## src/hw/rtl/spq_pkg.sv

```systemverilog
`timescale 1ns / 1ps
// ----------------------------------------------------------------------------
// Sorted priority queue package
// Operation and status codes, and the control word that the top level
// broadcasts to every cell of the chain.
// ----------------------------------------------------------------------------
package spq_pkg;

	typedef enum logic {
		OP_INSERT = 1'b0,
		OP_REMOVE = 1'b1
	} op_t;

	typedef enum logic [1:0] {
		ST_DONE      = 2'd0,
		ST_OVERFLOW  = 2'd1,
		ST_UNDERFLOW = 2'd2
	} status_t;

	localparam int ValueW = 32;
	localparam int PrioW  = 16;
	localparam int OccW   = 7;

	// shift_in: an insert that takes effect; shift_out: a remove that takes effect
	typedef struct packed {
		logic shift_in;
		logic shift_out;
	} cell_ctrl_t;

endpackage

```

## src/hw/rtl/spq_cell.sv

```systemverilog
`timescale 1ns / 1ps
// ----------------------------------------------------------------------------
// Sorted priority queue cell
// One slot of the sorted chain: holds an entry and takes the new entry,
// its left neighbor or its right neighbor as the broadcast control says.
// ----------------------------------------------------------------------------
module spq_cell
	import spq_pkg::*;
(
	input  logic                     clk,
	input  cell_ctrl_t               ctrl,
	input  logic                     occ,
	input  logic signed [ValueW-1:0] new_value,
	input  logic signed [PrioW-1:0]  new_prio,
	input  logic                     left_ge,
	input  logic signed [ValueW-1:0] left_value,
	input  logic signed [PrioW-1:0]  left_prio,
	input  logic signed [ValueW-1:0] right_value,
	input  logic signed [PrioW-1:0]  right_prio,
	output logic                     ge,
	output logic signed [ValueW-1:0] value,
	output logic signed [PrioW-1:0]  prio
);

	logic signed [ValueW-1:0] value_q;
	logic signed [PrioW-1:0]  prio_q;

	// empty slots count as "at or behind the insert point"
	assign ge    = !occ || (prio_q >= new_prio);
	assign value = value_q;
	assign prio  = prio_q;

	always_ff @(posedge clk) begin
		if (ctrl.shift_in && ge) begin
			if (left_ge) begin
				value_q <= left_value;
				prio_q  <= left_prio;
			end else begin
				value_q <= new_value;
				prio_q  <= new_prio;
			end
		end else if (ctrl.shift_out) begin
			value_q <= right_value;
			prio_q  <= right_prio;
		end
	end

endmodule

```

## config.mk

```make
export PLATFORM = sky130hd
export DESIGN_NAME = spq_cell
export DESIGN_NICKNAME = d
export VERILOG_FILES = /design/src/hw/rtl/spq_pkg.sv /design/src/hw/rtl/spq_cell.sv
export SDC_FILE = /design/constraint.sdc
export NUM_CORES = 1
export LEC_CHECK = 0
export ABC_AREA = 1
export ABC_CLOCK_PERIOD_IN_PS = 4250
export BUFFER_PORTS_ARGS = -buffer_cell sky130_fd_sc_hd__buf_2
export CAP_MARGIN = 20
export CORE_UTILIZATION = 43
export CTS_CLUSTER_DIAMETER = 100
export DETAILED_ROUTE_END_ITERATION = 7
export PLACE_DENSITY_LB_ADDON = 0.3
export RECOVER_POWER = 50
export SLEW_MARGIN = 40
export SYNTH_ARGS = -nofsm -noshare
export SYNTH_HDL_FRONTEND = slang
export SYNTH_SLANG_ARGS = --single-unit
```

## constraint.sdc

```tcl
create_clock -name clk -period 4.25 [get_ports clk]
set_input_delay 0.85 -clock clk [delete_from_list [all_inputs] [get_ports clk]]
set_output_delay 0.85 -clock clk [all_outputs]
set_load 0.05 [all_outputs]
```

## Yosys cells after proc, flatten, opt, wreduce, memory -nomap -nowiden

Cells that the tools add are included.

- Word-level logic and storage cells: 13
- Output and inout bits: 49
- Register bits: 48
- Bits of input ports: 149

- Muxes and demuxes: 6
- Reductions and logical operators: 4
- Magnitude comparators: 1

Operators by type and width:

| cell | count |
|---|---|
| $mux 32 | 3 |
| $mux 16 | 3 |
| $ge 16x16->1 | 1 |
| $reduce_bool 2->1 | 1 |
| $logic_and 1x1->1 | 1 |
| $logic_not 1->1 | 1 |
| $logic_or 1x1->1 | 1 |

## Logic depth before layout (Yosys ltp)

- Word-level depth: 4
- Gate-level depth with buffers: 18
- Gate-level depth less buffers: 16

## Worst setup path after synthesis

Ideal clock, no wire load.

- Path kind: input to register
- From: input new_prio[15]
- To: register prio_q[0], in the netlist prio[0] (enable)
- Required time: 3.843 ns
- Stages: 11
- Path buffers: 2
- Setup time: 0.407 ns
- Setup slack: 0.726 ns
- Arrival time: 3.117 ns
- Cells stage by stage: inv_1 -> ha_1 -> a21oi_1 -> o21ai_0 -> a21oi_1 -> nand3_1 -> nand3_2 -> nand2_2 -> buf_6 -> buf_6 -> nand2_1

- Word-level cells in the longest chain between the ends: 4

Ends and longest elaborated chain:

| item | line | text |
|---|---|---|
| start: declaration | spq_cell.sv:14 | `input logic signed [PrioW-1:0] new_prio,` |
| $ge 16x16->1 | spq_cell.sv:29 | `assign ge = !occ \|\| (prio_q >= new_prio);` |
| $logic_or 1x1->1 | spq_cell.sv:29 |  |
| $logic_and 1x1->1 | spq_cell.sv:34 | `if (ctrl.shift_in && ge) begin` |
| $reduce_bool 2->1 (no source line) | -- |  |
| end signal: assignment | spq_cell.sv:37 | `prio_q <= left_prio;` |
| end signal: assignment | spq_cell.sv:40 | `prio_q <= new_prio;` |
| end signal: assignment | spq_cell.sv:44 | `prio_q <= right_prio;` |
| end: declaration | spq_cell.sv:26 | `logic signed [PrioW-1:0] prio_q;` |

No other way between the ends.
A chain may end at the register's enable or synchronous reset.

## Worst setup path in the final report

- From: input new_prio[15]
- To: output ge

- Word-level cells in the longest chain between the ends: 2

Ends and longest elaborated chain:

| item | line | text |
|---|---|---|
| $ge 16x16->1 | spq_cell.sv:29 |  |
| $logic_or 1x1->1 | spq_cell.sv:29 |  |
| end: declaration | spq_cell.sv:20 | `output logic ge,` |

No other way between the ends.

==> impl_results.md <==
- Run status: finished, final reports clean
- Crit start category: input pin
- Setup TNS: 0 ns
- Top FF cell, synth: edfxtp_1
- DIE HEIGHT: slightly below 90 um
- Sink Count: 48
- Fmax: 0.296 GHz
- Seq/Total Area, Yosys: around 46%
- RSZ-0062 raised after global routing: false
- Post-cts sizing count: 0
- Vias/cell: slightly below 5
- Number of inserted diodes: 0
- Setup crit start: new_prio[15]
- DRC: 0
- Asr flop ratio synth: 0%
- Yosys cell types: 19
- CTS Root Cell: clkbuf_8
- Initial antenna violation count: 0
- Worst EP arrival: about 2.5 ns
- Flop and latch count out of synthesis: 48
- Hold Crit Class: in -> reg
- Final WS setup: just under 0.9 ns
- Pre-CTS WS: between 1 and 1.5 ns
- Slew headroom: around a third
- Row count: 30
- Logic pwr share: a little over two fifths
- Cell Area, Placed: 0.00417 mm^2
- Cell Area, Synth: roughly 0.0031 mm^2
- Setup violations, final: 0
- Leakage: approximately 0.0021 uW
- Top-count cell post-synth: nand2_1
- Clk pwr share: 16.8%
- Crit path capture type: output port
- Reg2reg path depth: 12
- P_sw: around 670 uW
- Int Power: between 900 and 1000 uW
- Gr ovfl total: 0
- Worst-path clk slew: roughly 0.090 ns
- EDFF count, synth: 48
- Crit path capture: ge
- Final GP Congestion: 0.790
- Routed Wire Length: roughly 8.3 mm
- Post-route cell area: approximately 0.0042 mm^2
- Synth area leader: edfxtp_1
- Post-DP HPWL: approximately 6 mm
- Final ANT Viol Nets: 0
- Pin count of the biggest net entering global routing: 64
- DR iter-0 viols: around 80
- Vias in the first global route: ~2.9k
- Initial Util: a little under half
- WP data required: 3.40 ns
- YS warnings: 0
- RR Startpoint: prio[15]$_DFFE_PP_
- # IOs: 198
- Hold WS: slightly above 0.8 ns
- H-tree depth: 2
- Die footprint: ~0.0076 mm^2
- Post-Synthesis Net Count: between 500 and 600
- Tot GR Track Use: a little over a fifth
- Yosys top cell area share: 46.1%
- First-pass GRT wire length: 13.0 mm
- CP Max Fanout: 11
- Fin crit period: about 3.4 ns
- Final Hold Viols: 0
- Port bufs: ~200
- Worst R2R End: prio[15]$_DFFE_PP_
- Clk buf depth: 2
- CP Class: in -> out
- Slew @ Worst Pin: 0.984 ns
- Post-DR wirelength/cell: 13.0 um
- CTS tree: built
- Area of the core: roughly 0.007 mm^2
- Gate Count Post-Synth: approximately 360
- PwrDens: roughly 380 mW/mm^2
- Max Clock Skew: 0.0106 ns
- Post-CTS setup buffer count: 0
- First drt pass iteration count: 4
- Dominant cells by area after synthesis: edfxtp_1, nand2_1, mux2_2, nand3_1, ha_1
- Most common library cells after synthesis: nand2_1, nand3_1, edfxtp_1
- Avg Synthesized Cell Area: ~8.8 um^2
- Fin. max-slew vios: 0
- Fraction of layout cells with a size suffix above 1: about 36%
- Peak VDD IR: around 0.00016 V
- Nets@finish: roughly 710
- DIE WIDTH: just under 90 um
- Sw Share: between 40% and 50%
- Max cap viols: 0
- Seq pwr share: just over 40%
- Filler cells: 704
- Final period utilization: between 70% and 80%
- Num CTS Buffers: 5
- Worst reg-to-reg setup slack: 1.28 ns
- Hold Buf Count CTS: 0
- Clk_lat worst skew: 0.30 ns
- Synthesis-to-finish area growth: 33.7%
- DR vias: 3107
## worst min path at each step
| stage | from | end | slack, ns | cells past startpoint |
|---|---|---|---|---|
| CTS | right_value[29] | value[29]$_DFFE_PP_ | 0.80 | 3 |
| detailed placement | prio[15]$_DFFE_PP_ | prio[7]$_DFFE_PP_ | 1.09 | 5 |
| finish | right_value[29] | value[29]$_DFFE_PP_ | 0.81 | 3 |
| global placement | prio[15]$_DFFE_PP_ | prio[5]$_DFFE_PP_ | 1.05 | 5 |
| floorplan | right_prio[0] | prio[0]$_DFFE_PP_ | 1.03 | 2 |
| global route | right_value[30] | value[30]$_DFFE_PP_ | 0.80 | 3 |
## placed cells by master, fill, tap and decap left out, types with 3 or more instances in the layout
cell,n
buf_4,3
a21oi_1,6
o21ai_0,16
mux2_2,33
inv_1,23
ha_1,16
edfxtp_1,48
nand2_1,132
buf_2,148
clkbuf_1,49
nor2_1,5
clkbuf_8,5
nand3_1,51
## final cells by class
cell class	count	area [um^2]	share of cell area [%]
clock inverter	2	11.3	0.269
timing repair buffer	201	968	23.2
clock buffer	6	72.6	1.74
inverter	23	86.3	2.07
tap	96	120	2.87
multi-input combinational	263	1480	35.4
sequential	48	1440	34.5
## logic make-up (layout without fill, tap and decap cells)
family,Yosys count,after routing,share of synthesized area (%)
compound gates,24,24,4.00
fa+ha+maj,16,16,6.40
buf+inv,45,232,6.44
flops,48,48,46.1
mux,33,33,11.9
simple gates,190,190,25.2
## power groups by stage
stage | combinational [uW] | sequential, uW | clock, uW
6_report | 667 | 648 | 266
5_1_grt | 723 | 656 | 291
4_1_cts | 694 | 646 | 270
3_5_place_dp | 692 | 656 | 0
3_3_place_gp | 683 | 653 | 0
2_1_floorplan | 239 | 922 | 0
## metrics by stage
step | util [%] | power [uW] | instances
2_1_floorplan | - | 1160 | 356
3_3_place_gp | 60.3 | 1340 | 631
3_5_place_dp | 60.3 | 1350 | 631
4_1_cts | 61.5 | 1610 | 639
5_1_grt | 60.5 | 1670 | 639
6_report | 60.5 | 1580 | 639
## critical path, cell delays in order
cell and delay [ns]:
buf_2 0.08, inv_1 0.04, ha_1 0.32, nand2_1 0.08, nor2_1 0.15, nand2_1 0.09
inv_1 0.05, nand2_1 0.06, nand2_1 0.05, nand2_1 0.05, nand3_1 0.35, buf_2 0.36
## registers in the layout (all words and copies together) (netlist names)
register  count
prio         16
value        32
## layer usage
metal / GRT usage [%] / up-vias / part of all wire, %
li1: - / 1572 / -
met1: 25.4 / 1404 / 40
met2: 39.5 / 123 / 51
met3: 5.88 / 8 / 7.6
met4: 6.11 / 0 / 1.4
met5: 0 / - / 0
No activity file was read; power rests on OpenSTA's default activity.
